**src/hw/rtl/wav_stream_sample_decoder_defines.svh**
```systemverilog
// Assertion helper macros for the WAV stream sample decoder.
`ifndef WAV_STREAM_SAMPLE_DECODER_DEFINES_SVH
`define WAV_STREAM_SAMPLE_DECODER_DEFINES_SVH
// Assert that a condition implies a consequence at the same edge.
`define WSD_ASSERT_IMP(label, clk, rstn, cond, cons, msg) \
  label: assert property (@(posedge clk) disable iff (!rstn) (cond) |-> (cons)) \
    else $error(msg);
// Assert that a condition implies a consequence at the next edge.
`define WSD_ASSERT_NEXT(label, clk, rstn, cond, cons, msg) \
  label: assert property (@(posedge clk) disable iff (!rstn) (cond) |=> (cons)) \
    else $error(msg);
`endif

```
**src/hw/rtl/wsd_pkg.sv**
```systemverilog
// ----------------------------------------------------------------------------
// wsd_pkg
// Shared types, tags and status codes of the WAV stream sample decoder.
// ----------------------------------------------------------------------------
`default_nettype none
package wsd_pkg;
  localparam logic [31:0] TagRiff = 32'h4646_4952;
  localparam logic [31:0] TagWave = 32'h4556_4157;
  localparam logic [31:0] TagFmt  = 32'h2074_6D66;
  localparam logic [31:0] TagData = 32'h6174_6164;
  localparam logic [15:0] FmtPcm   = 16'h0001;
  localparam logic [15:0] FmtFloat = 16'h0003;
  localparam logic [15:0] FmtExt   = 16'hFFFE;
  localparam logic [7:0]  CharLo   = 8'h20;
  localparam logic [7:0]  CharHi   = 8'h7E;

  localparam logic [2:0] StOk        = 3'd0;
  localparam logic [2:0] StBadRiff   = 3'd1;
  localparam logic [2:0] StBadWave   = 3'd2;
  localparam logic [2:0] StBadFmt    = 3'd3;
  localparam logic [2:0] StIncomp    = 3'd4;
  localparam logic [2:0] StUnsupp    = 3'd5;
  localparam logic [2:0] StPcm24Len  = 3'd6;

  // One result item.
  typedef struct packed {
    logic        kind;
    logic [31:0] sample_word;
    logic [2:0]  status;
    logic [15:0] channel_count;
    logic [31:0] rate_hz;
  } result_t;

  // Results caused by one byte: up to a sample and a status.
  typedef struct packed {
    logic    smp_vld;
    result_t smp;
    logic    sts_vld;
    result_t sts;
  } step_t;
endpackage
`default_nettype wire

```
**src/hw/rtl/wsd_sample_conv.sv**
```systemverilog
// ----------------------------------------------------------------------------
// wsd_sample_conv
// Convert a gathered PCM16/PCM24/float32 sample into an IEEE single word.
// ----------------------------------------------------------------------------
`default_nettype none
module wsd_sample_conv (
  input  wire logic [31:0] gather_i,
  input  wire logic [1:0]  width_sel_i,   // 1: PCM16, 2: PCM24, else float
  output logic      [31:0] word_o
);
  logic [23:0] mag;
  logic        sgn;
  logic [4:0]  lz;
  logic [23:0] norm;
  logic [7:0]  expo;
  logic [7:0]  bias;

  // Magnitude of the signed value; v/2^k is exact in single precision.
  always_comb begin
    if (width_sel_i == 2'd1) begin
      sgn  = gather_i[15];
      mag  = sgn ? {8'd0, 16'(~gather_i[15:0] + 16'd1)} : {8'd0, gather_i[15:0]};
      bias = 8'd127 - 8'd15;
    end else begin
      sgn  = gather_i[23];
      mag  = sgn ? 24'(~gather_i[23:0] + 24'd1) : gather_i[23:0];
      bias = 8'd127 - 8'd23;
    end
  end

  always_comb begin
    lz = 5'd0;
    for (int i = 0; i < 24; i++) begin
      if (mag[i]) lz = 5'(23 - i);
    end
  end

  assign norm = mag << lz;
  assign expo = bias + 8'd23 - {3'd0, lz};

  always_comb begin
    if (width_sel_i != 2'd1 && width_sel_i != 2'd2) begin
      word_o = gather_i;
    end else if (mag == 24'd0) begin
      word_o = 32'd0;
    end else begin
      word_o = {sgn, expo, norm[22:0]};
    end
  end
endmodule
`default_nettype wire

```
**src/hw/rtl/wsd_parser.sv**
```systemverilog
// ----------------------------------------------------------------------------
// wsd_parser
// Byte-wise RIFF/WAVE walker; results for one byte per cycle while take_i is high.
// ----------------------------------------------------------------------------
`default_nettype none
module wsd_parser (
  input  wire logic           clk_i,
  input  wire logic           rst_ni,
  input  wire logic           take_i,
  input  wire logic [7:0]     byte_i,
  input  wire logic           fin_i,
  output wsd_pkg::step_t      step_o
);
  typedef enum logic [3:0] {
    PhRiff, PhRsize, PhWave, PhId, PhLen, PhFmt, PhData, PhSkip, PhPad, PhDone
  } phase_e;

  phase_e      phase_q, phase_d;
  logic [31:0] cnt_q, cnt_d, tag_q, tag_d, len_q, len_d, left_q, left_d;
  logic [15:0] ftag_q, ftag_d, chan_q, chan_d, bits_q, bits_d;
  logic [31:0] rate_q, rate_d, gat_q, gat_d;
  logic [1:0]  gcnt_q, gcnt_d;
  logic        fseen_q, fseen_d, dseen_q, dseen_d, err_q, err_d;

  logic [1:0]  k;
  logic [31:0] gat_new, word;
  logic [1:0]  wsel;
  logic        fail;
  logic [2:0]  fcode;
  logic        smp_fire;
  logic [2:0]  end_st;

  assign wsel = (bits_q == 16'd16) ? 2'd1 : (bits_q == 16'd24) ? 2'd2 : 2'd3;

  wsd_sample_conv u_conv (.gather_i(gat_new), .width_sel_i(wsel), .word_o(word));

  function automatic logic plaus(input logic [31:0] t);
    logic ok;
    ok = 1'b1;
    for (int i = 0; i < 4; i++) begin
      if (t[8*i +: 8] < wsd_pkg::CharLo || t[8*i +: 8] > wsd_pkg::CharHi) ok = 1'b0;
    end
    return ok;
  endfunction

  // Multiple of three: 4 is 1 mod 3, so fold the 2-bit digits with a small adder tree.
  function automatic logic is_mul3(input logic [31:0] v);
    logic [3:0] bs [4];
    logic [5:0] s;
    logic [3:0] t;
    logic [2:0] u;
    for (int j = 0; j < 4; j++) begin
      bs[j] = ({2'd0, v[8*j +: 2]} + {2'd0, v[8*j+2 +: 2]}) +
              ({2'd0, v[8*j+4 +: 2]} + {2'd0, v[8*j+6 +: 2]});
    end
    s = ({2'd0, bs[0]} + {2'd0, bs[1]}) + ({2'd0, bs[2]} + {2'd0, bs[3]});
    t = {2'd0, s[1:0]} + {2'd0, s[3:2]} + {2'd0, s[5:4]};
    u = {1'b0, t[1:0]} + {1'b0, t[3:2]};
    return (u == 3'd0) || (u == 3'd3);
  endfunction

  always_comb begin
    logic [31:0] lenw;
    logic [4:0]  fi;
    logic        endc;
    logic [31:0] sh;
    lenw = '0; fi = '0; endc = 1'b0; sh = '0;
    phase_d = phase_q; cnt_d = cnt_q; tag_d = tag_q; len_d = len_q; left_d = left_q;
    ftag_d = ftag_q; chan_d = chan_q; rate_d = rate_q; bits_d = bits_q;
    fseen_d = fseen_q; dseen_d = dseen_q; err_d = err_q;
    gat_d = gat_q; gcnt_d = gcnt_q;
    fail = 1'b0; fcode = wsd_pkg::StOk; smp_fire = 1'b0;
    k = cnt_q[1:0];
    sh = {24'd0, byte_i} << {k, 3'b000};
    gat_new = gat_q | ({24'd0, byte_i} << {gcnt_q, 3'b000});
    if (!err_q) begin
      case (phase_q)
        PhRiff, PhWave, PhId: begin
          tag_d = tag_q | sh;
          cnt_d = {30'd0, k} + 32'd1;
          if (k == 2'd3) begin
            cnt_d = '0;
            if (phase_q == PhRiff) begin
              if (tag_d != wsd_pkg::TagRiff) begin
                fail = 1'b1; fcode = wsd_pkg::StBadRiff;
              end else phase_d = PhRsize;
              tag_d = '0;
            end else if (phase_q == PhWave) begin
              if (tag_d != wsd_pkg::TagWave) begin
                fail = 1'b1; fcode = wsd_pkg::StBadWave;
              end else phase_d = PhId;
              tag_d = '0;
            end else if (fseen_q && dseen_q && !plaus(tag_d)) begin
              phase_d = PhDone;
            end else begin
              phase_d = PhLen;
              len_d = '0;
            end
          end
        end
        PhRsize: begin
          cnt_d = {30'd0, k} + 32'd1;
          if (k == 2'd3) begin
            cnt_d = '0; tag_d = '0; phase_d = PhWave;
          end
        end
        PhLen: begin
          lenw = len_q | sh;
          len_d = lenw;
          cnt_d = {30'd0, k} + 32'd1;
          if (k == 2'd3) begin
            left_d = lenw; cnt_d = '0;
            if (tag_q == wsd_pkg::TagFmt && !fseen_q) begin
              if (lenw < 32'd16) begin
                fail = 1'b1; fcode = wsd_pkg::StBadFmt;
              end else begin
                ftag_d = '0; chan_d = '0; rate_d = '0; bits_d = '0; phase_d = PhFmt;
              end
            end else if (tag_q == wsd_pkg::TagData && !dseen_q && lenw != 32'd0) begin
              if (!fseen_q) begin
                fail = 1'b1; fcode = wsd_pkg::StUnsupp;
              end else if (chan_q == 16'd0 || rate_q == 32'd0 || bits_q == 16'd0) begin
                fail = 1'b1; fcode = wsd_pkg::StIncomp;
              end else if (ftag_q == wsd_pkg::FmtPcm && bits_q == 16'd24) begin
                if (!is_mul3(lenw)) begin
                  fail = 1'b1; fcode = wsd_pkg::StPcm24Len;
                end
              end else if (!((ftag_q == wsd_pkg::FmtPcm && bits_q == 16'd16) ||
                             (ftag_q == wsd_pkg::FmtFloat && bits_q == 16'd32))) begin
                fail = 1'b1; fcode = wsd_pkg::StUnsupp;
              end
              if (!fail) begin
                gat_d = '0; gcnt_d = '0; phase_d = PhData;
              end
            end else if (lenw == 32'd0) begin
              endc = 1'b1;
            end else begin
              phase_d = PhSkip;
            end
          end
        end
        PhFmt: begin
          fi = cnt_q[4:0];
          if (fi < 5'd2) ftag_d = ftag_q | 16'({8'd0, byte_i} << {fi[0], 3'b000});
          else if (fi < 5'd4) chan_d = chan_q | 16'({8'd0, byte_i} << {fi[0], 3'b000});
          else if (fi < 5'd8) rate_d = rate_q | sh;
          else if (fi == 5'd14) bits_d = bits_q | {8'd0, byte_i};
          else if (fi == 5'd15) bits_d = bits_q | {byte_i, 8'd0};
          else if (fi == 5'd24) ftag_d = {8'd0, byte_i};
          else if (fi == 5'd25) ftag_d = ftag_q | {byte_i, 8'd0};
          cnt_d = cnt_q + 32'd1;
          left_d = left_q - 32'd1;
          if (fi == 5'd15) begin
            if (ftag_d != wsd_pkg::FmtExt) begin
              fseen_d = 1'b1;
              if (left_d == 32'd0) endc = 1'b1; else phase_d = PhSkip;
            end else if (len_q < 32'd40) begin
              ftag_d = (bits_d == 16'd16 || bits_d == 16'd24) ? wsd_pkg::FmtPcm
                                                                 : wsd_pkg::FmtExt;
              fseen_d = 1'b1;
              if (left_d == 32'd0) endc = 1'b1; else phase_d = PhSkip;
            end
          end else if (fi >= 5'd25) begin
            fseen_d = 1'b1;
            if (left_d == 32'd0) endc = 1'b1; else phase_d = PhSkip;
          end
        end
        PhData: begin
          gat_d = gat_new;
          if ({1'b0, gcnt_q} + 3'd1 >= bits_q[5:3]) begin
            smp_fire = 1'b1; gat_d = '0; gcnt_d = '0;
          end else gcnt_d = gcnt_q + 2'd1;
          left_d = left_q - 32'd1;
          if (left_d == 32'd0) begin
            gat_d = '0; gcnt_d = '0; dseen_d = 1'b1; endc = 1'b1;
          end
        end
        PhSkip: begin
          left_d = left_q - 32'd1;
          if (left_d == 32'd0) endc = 1'b1;
        end
        PhPad: begin
          phase_d = PhId; cnt_d = '0; tag_d = '0;
        end
        default: ;
      endcase
      if (endc) begin
        phase_d = len_q[0] ? PhPad : PhId;
        cnt_d = '0; tag_d = '0;
      end
      if (fail) err_d = 1'b1;
    end
  end

  // End-of-file status from the phase reached after this byte's work.
  always_comb begin
    case (phase_d)
      PhRiff:          end_st = wsd_pkg::StBadRiff;
      PhRsize, PhWave: end_st = wsd_pkg::StBadWave;
      PhFmt:           end_st = wsd_pkg::StBadFmt;
      default:         end_st = dseen_d ? wsd_pkg::StOk : wsd_pkg::StIncomp;
    endcase
  end

  always_comb begin
    step_o = '0;
    step_o.smp_vld = smp_fire;
    step_o.smp.sample_word = word;
    step_o.sts_vld = fail || (fin_i && !err_q);
    step_o.sts.kind = 1'b1;
    step_o.sts.status = fail ? fcode : end_st;
    step_o.sts.channel_count = chan_d;
    step_o.sts.rate_hz = rate_d;
  end

  always_ff @(posedge clk_i or negedge rst_ni) begin
    if (!rst_ni) begin
      phase_q <= PhRiff; cnt_q <= '0; tag_q <= '0; len_q <= '0; left_q <= '0;
      ftag_q <= '0; chan_q <= '0; rate_q <= '0; bits_q <= '0;
      fseen_q <= 1'b0; dseen_q <= 1'b0; err_q <= 1'b0; gat_q <= '0; gcnt_q <= '0;
    end else if (take_i) begin
      if (fin_i) begin
        phase_q <= PhRiff; cnt_q <= '0; tag_q <= '0; len_q <= '0; left_q <= '0;
        ftag_q <= '0; chan_q <= '0; rate_q <= '0; bits_q <= '0;
        fseen_q <= 1'b0; dseen_q <= 1'b0; err_q <= 1'b0; gat_q <= '0; gcnt_q <= '0;
      end else begin
        phase_q <= phase_d; cnt_q <= cnt_d; tag_q <= tag_d; len_q <= len_d;
        left_q <= left_d; ftag_q <= ftag_d; chan_q <= chan_d; rate_q <= rate_d;
        bits_q <= bits_d; fseen_q <= fseen_d; dseen_q <= dseen_d; err_q <= err_d;
        gat_q <= gat_d; gcnt_q <= gcnt_d;
      end
    end
  end
endmodule
`default_nettype wire

```
**src/hw/rtl/wsd_out_queue.sv**
```systemverilog
// ----------------------------------------------------------------------------
// wsd_out_queue
// Small result FIFO: takes up to two results a cycle, hands out one.
// ----------------------------------------------------------------------------
`default_nettype none
module wsd_out_queue (
  input  wire logic             clk_i,
  input  wire logic             rst_ni,
  input  wire logic             push_i,
  input  wire wsd_pkg::step_t   step_i,
  output logic                  room_o,
  output logic                  valid_o,
  input  wire logic             pop_i,
  output wsd_pkg::result_t      res_o,
  output logic                  last_o
);
  localparam int Depth = 4;
  wsd_pkg::result_t  mem_q [Depth];
  logic              lst_q [Depth];
  logic [1:0] wp_q, rp_q;
  logic [2:0] cnt_q;
  logic [1:0] n_in;
  logic       do_pop;

  assign n_in    = push_i ? 2'({1'b0, step_i.smp_vld} + {1'b0, step_i.sts_vld}) : 2'd0;
  assign room_o  = cnt_q <= 3'd2 || (cnt_q == 3'd3 && pop_i);
  assign valid_o = cnt_q != 3'd0;
  assign do_pop  = valid_o && pop_i;
  assign res_o   = mem_q[rp_q];
  assign last_o  = lst_q[rp_q];

  always_ff @(posedge clk_i) begin
    if (push_i && step_i.smp_vld) begin
      mem_q[wp_q] <= step_i.smp;
      lst_q[wp_q] <= !step_i.sts_vld;
    end
    if (push_i && step_i.sts_vld) begin
      mem_q[step_i.smp_vld ? wp_q + 2'd1 : wp_q] <= step_i.sts;
      lst_q[step_i.smp_vld ? wp_q + 2'd1 : wp_q] <= 1'b1;
    end
  end

  always_ff @(posedge clk_i or negedge rst_ni) begin
    if (!rst_ni) begin
      wp_q <= '0; rp_q <= '0; cnt_q <= '0;
    end else begin
      wp_q  <= wp_q + n_in;
      rp_q  <= rp_q + {1'b0, do_pop};
      cnt_q <= cnt_q + {1'b0, n_in} - {2'b0, do_pop};
    end
  end
endmodule
`default_nettype wire

```
**src/hw/rtl/wav_stream_sample_decoder.sv**
```systemverilog
// ----------------------------------------------------------------------------
// wav_stream_sample_decoder
// Streaming RIFF/WAVE parser that turns file bytes into float samples.
// ----------------------------------------------------------------------------
// Feed the file one byte per item; the block takes one byte per clock while
// its four-entry result queue has room for two more results, so it runs at
// one byte per cycle unless the output side stalls. Each byte yields zero,
// one or two results (a sample and/or a status); run_end_o marks the last
// result of a byte. final_byte_i ends the file, sends the end status (unless
// an error was already reported) and rearms the parser.
`default_nettype none
`include "wav_stream_sample_decoder_defines.svh"
module wav_stream_sample_decoder (
  input  wire logic        clk_i,
  input  wire logic        rst_ni,
  input  wire logic        in_valid_i,
  output logic             in_stall_o,
  input  wire logic [7:0]  file_byte_i,
  input  wire logic        final_byte_i,
  output logic             out_valid_o,
  input  wire logic        out_stall_i,
  output logic             kind_o,
  output logic [31:0]      sample_word_o,
  output logic [2:0]       status_o,
  output logic [15:0]      channel_count_o,
  output logic [31:0]      rate_hz_o,
  output logic             run_end_o
);
  wsd_pkg::step_t   step;
  wsd_pkg::result_t res;
  logic room, take;

  // Accept while the queue can hold two more results.
  assign in_stall_o = !room;
  assign take = in_valid_i && room;

  wsd_parser u_parser (
    .clk_i, .rst_ni, .take_i(take), .byte_i(file_byte_i), .fin_i(final_byte_i),
    .step_o(step)
  );

  wsd_out_queue u_queue (
    .clk_i, .rst_ni, .push_i(take), .step_i(step), .room_o(room),
    .valid_o(out_valid_o), .pop_i(!out_stall_i), .res_o(res), .last_o(run_end_o)
  );

  assign kind_o          = res.kind;
  assign sample_word_o   = res.sample_word;
  assign status_o        = res.status;
  assign channel_count_o = res.channel_count;
  assign rate_hz_o       = res.rate_hz;

  `WSD_ASSERT_IMP(a_stall_no_take, clk_i, rst_ni, in_stall_o, !take, "took item while stalled")
  `WSD_ASSERT_NEXT(a_fin_out, clk_i, rst_ni, take && final_byte_i && step.sts_vld, out_valid_o, "no status after final byte")
  `WSD_ASSERT_IMP(a_sts_last, clk_i, rst_ni, out_valid_o && kind_o, run_end_o, "status not last")
endmodule
`default_nettype wire
```
**config.mk**
```make
export PLATFORM = sky130hd
export DESIGN_NAME = wav_stream_sample_decoder
export DESIGN_NICKNAME = d
export VERILOG_FILES = /design/src/hw/rtl/wsd_pkg.sv /design/src/hw/rtl/wsd_sample_conv.sv /design/src/hw/rtl/wsd_parser.sv /design/src/hw/rtl/wsd_out_queue.sv /design/src/hw/rtl/wav_stream_sample_decoder.sv
export VERILOG_INCLUDE_DIRS = /design/src /design/src/hw/rtl
export SDC_FILE = /design/constraint.sdc
export NUM_CORES = 1
export LEC_CHECK = 0
export BUFFER_PORTS_ARGS = -buffer_cell sky130_fd_sc_hd__buf_2
export CAP_MARGIN = 30
export CORE_MARGIN = 4
export CORE_UTILIZATION = 41
export CTS_CLUSTER_DIAMETER = 80
export DETAILED_ROUTE_END_ITERATION = 7
export SYNTH_ARGS = -nofsm -noshare
export SYNTH_HDL_FRONTEND = slang
export SYNTH_SLANG_ARGS = --single-unit
```
**constraint.sdc**
```tcl
create_clock -name clk_i -period 27.6 [get_ports clk_i]
set_input_delay 4.14 -clock clk_i [delete_from_list [all_inputs] [get_ports clk_i]]
set_output_delay 4.14 -clock clk_i [all_outputs]
set_load 0.05 [all_outputs]
```
==> metrics.md <==
| Metric | Value |
|---|---|
| Final critical-path share of the clock period | `0.4961` |
| Synth Net Count | `3,405` |
| Area occupied by registers | `14,590 um^2` |
| Cells after synthesis | `3,309` |
| Post-Place Setup Slack | `13.35 ns` |
| Crit path top cell by count | `fa_1` |
| Upper clock frequency limit | `0.07304 GHz` |
| Antenna Nets Post-Route | `0` |
| Final setup vio count | `0` |
| Total stage count of the critical path | `31` |
| Netlist area before placement | `31,400 um^2` |
| FP Rows | `101` |
| Number of antenna violations at the first check in global routing | `0` |
| Count of placed standard cells in the final layout, fillers left out | `4,400` |
| Clock skew | `0.05003 ns` |
| Final hold vios | `0` |
| Number of H-tree branching levels | `3` |
| Number of buffers between clock root and the deepest sink | `3` |
| Count of flip-flops with a built-in enable after synthesis | `204` |
| Crit Path Class | `in2reg` |
| Multi-input logic area | `15,670 um^2` |
| Slew of the pin with the lowest slew margin | `1.026 ns` |
| Violation count after the first detailed-route iteration | `2,687` |
| Hold crit path type | `reg2reg` |
| Hold-fix buffer count after cts | `0` |
| CTS clk-pin slew, worst paths | `0.06 ns` |
| Total power after layout | `3.475 mW` |
| Setup slack, reg-to-reg | `16.76 ns` |
| Most repeated cell in the gate-level netlist after synthesis | `nor2_1` |
| Commonest cells in the netlist | `nor2_1 (520), o21ai_0 (314), nand2_1 (301)` |
| Total vias in the final route | `26,640` |
| Antenna diode count | `0` |
| Dominant synthesized flop cell | `dfrtp_1` |
| Setup TNS | `0 ns` |
| Tmin final | `13.69 ns` |
| First-pass detailed-route iteration total | `6` |
| Die Outline Area | `81,070 um^2` |
| Top Family by Delay on Critical Path | `adder cells` |
| Crit-path max cell delay | `0.90 ns` |
| Die extent in x | `284.7 um` |
| Total cell area at the placement stage | `32,860 um^2` |
| Worst hold path depth | `2` |
| Area growth from synthesis to layout | `12.49%` |
| Placeable Area | `75,950 um^2` |
| Mean post-synth cell area | `9.489 um^2` |
| Min Hold Slack | `0.4482 ns` |
| Number of cells on the worst reg-to-reg path | `32` |
| Worst R2R End | `u_queue.mem_q[2][64]` |
| Max Fanout on Critical Path | `50` |
| Crit path buffers/inverters | `6` |
| Post-synthesis sequential area ratio | `0.4643` |
| Number of distinct library cells after synthesis | `99` |
| Clock buffers created by TritonCTS | `68` |
| Fraction of layout instances using a drive strength above 1 | `0.1338` |
| Number of primary I/O pins | `100` |
| Die Y | `284.7 um` |
| Async S/R FF share, synth | `0.4025` |
| Worst path required time | `28.10 ns` |
| Sink Count | `569` |
| Max cap viols | `0` |
| Library cell occupying the most area in the post-synthesis netlist | `edfxtp_1` |
| Final count of pins violating max slew | `0` |
| Post-CTS Setup Inserts | `0` |
| Result of the run | `finished clean` |
| Post-synthesis register bit count | `569` |
| Final worst-path setup slack | `13.91 ns` |
| # placed instances | `4,273` |
| Post-detailed-route DRC marker count | `0` |
| Clock tree from TritonCTS | `built` |
| Max-slew headroom at the worst pin | `0.2980` |
| Slowest CP cell | `nand3_1` |
| Critical path data arrival time | `14.20 ns` |
| Overall routing resource usage | `0.2345` |
| Gr ovfl total | `0` |
| Wire length of the first global-routing pass | `152,700 um` |
| Start of the worst register-to-register path | `u_parser.cnt_q[1]` |
| Startpoint of the worst hold path | `u_queue.mem_q[3][64]` |
| IO Port Bufs | `99` |
| Total wire length after detailed routing | `97,600 um` |
| Filler cells | `7,208` |
| Starting density of the core | `0.4134` |
| Vias per cell | `6.055` |
| Crit. End Element | `flip-flop` |
| Half-perimeter wire length of the detailed placement result | `64,400 um` |
| Utilization of the core after routing | `0.4651` |
| Max VDD drop | `0.2213 mV` |
| Post-CTS sizing | `0` |
| Total number of yosys warnings | `0` |
| Clock latency on the worst-skew pair | `0.63 ns` |
| Post-route cell area | `35,320 um^2` |
| Maximum number of pins on one net before global-route repair | `171` |
| RSZ-0062 raised after global routing | `false` |
| Leakage power figure | `13.79 nW` |
| Share of Yosys cell area claimed by the top area cell type | `0.1951` |
| RePlAce Congestion | `0.9635` |
| Type of element launching the critical path | `input port` |
| Number of nets at the end of the flow | `3,411` |
| Buffer cell driving the clock tree root | `clkbuf_16` |
| Hold EP | `u_queue.mem_q[3][64]` |
| Main area contributors after synthesis | `edfxtp_1 (20%), dfrtp_1 (18%), dfxtp_1 (8.7%)` |
| Detail-routed net length per standard cell | `22.18 um` |
| Total power divided by cell area | `98.38 nW/um^2` |
| Number of global-route vias before repair | `25,390` |
==> worst max-delay path by stage <==
| stage | start | end | slack (ns) |
|---|---|---|---|
| after global placement | file_byte_i[2] | u_queue.mem_q[2][72] | 13.49 |
| after detailed placement | file_byte_i[2] | u_queue.mem_q[2][67] | 13.35 |
| after CTS | file_byte_i[2] | u_queue.mem_q[2][64] | 13.89 |
| final | file_byte_i[2] | u_queue.mem_q[2][64] | 13.91 |
| after floorplan | file_byte_i[7] | u_queue.mem_q[2][0] | 14.46 |
| after global routing | file_byte_i[2] | u_queue.mem_q[2][72] | 13.19 |
==> layout make-up <==
cell class	instances	share of cell area
clock buffers	98	0.05739
flip-flops and latches	569	0.4130
clock inverters	27	0.01194
inverters	81	0.008608
multi-input cells	2432	0.4436
well taps	1030	0.03649
repair buffers	163	0.02905
==> worst min-delay path: stages, from the launching register on <==
cell,delay (ns)
dfxtp_1,0.31
nand2_1,0.05
o21ai_1,0.05
==> cell families (layout without fill, tap and decap cells) <==
logic type      after synthesis  in the layout  synth area share
xor+xnor                     48             48           0.01339
simple gates               1213           1213            0.1793
flops                       569            569            0.4643
buf+inv                     308            369           0.03889
mux                         143            143           0.08082
compound gates              945            945            0.1873
fa+ha+maj                    83             83           0.03594
==> layout by cell type (no fill, tap or decap), drive strengths merged, types with 25 or more instances in the layout <==
master	n
a22o	59
o22ai	32
a21o	32
o21ai	336
nand2	301
dfrtp	229
mux2i	34
clkbuf	99
nand2b	29
mux4	85
a31oi	78
a21oi	210
dfxtp	136
nand3	48
a22oi	25
nor2	522
or3	28
nand4	30
nor3	70
edfxtp	204
ha	71
inv	86
buf	162
nor4	51
==> power by group <==
part	switching [mW]	internal, mW	total, mW	leakage [nW]
Sequential	0.0794	0.935	1.01	6.11
Combinational	0.927	0.576	1.50	6.49
Clock	0.381	0.577	0.958	1.20
==> registers in the layout, indices dropped and copies added (netlist names), 16 cells and up <==
| name | count |
|---|---|
| u_parser.bits_q | 16 |
| u_parser.chan_q | 16 |
| u_parser.ftag_q | 16 |
| u_parser.gat_q | 32 |
| u_parser.left_q | 32 |
| u_parser.len_q | 32 |
| u_parser.rate_q | 32 |
| u_parser.tag_q | 32 |
| u_queue.mem_q | 336 |
==> routing by layer <==
layer  up-vias  part of all wire  track usage
met2      1054              0.45       0.3607
met4         0             0.026      0.07223
met3       186             0.071      0.03341
met5         -                 0            0
met1     13210              0.46       0.3443
li1      12190                 -            -
No activity file was read; power rests on OpenSTA's default activity.
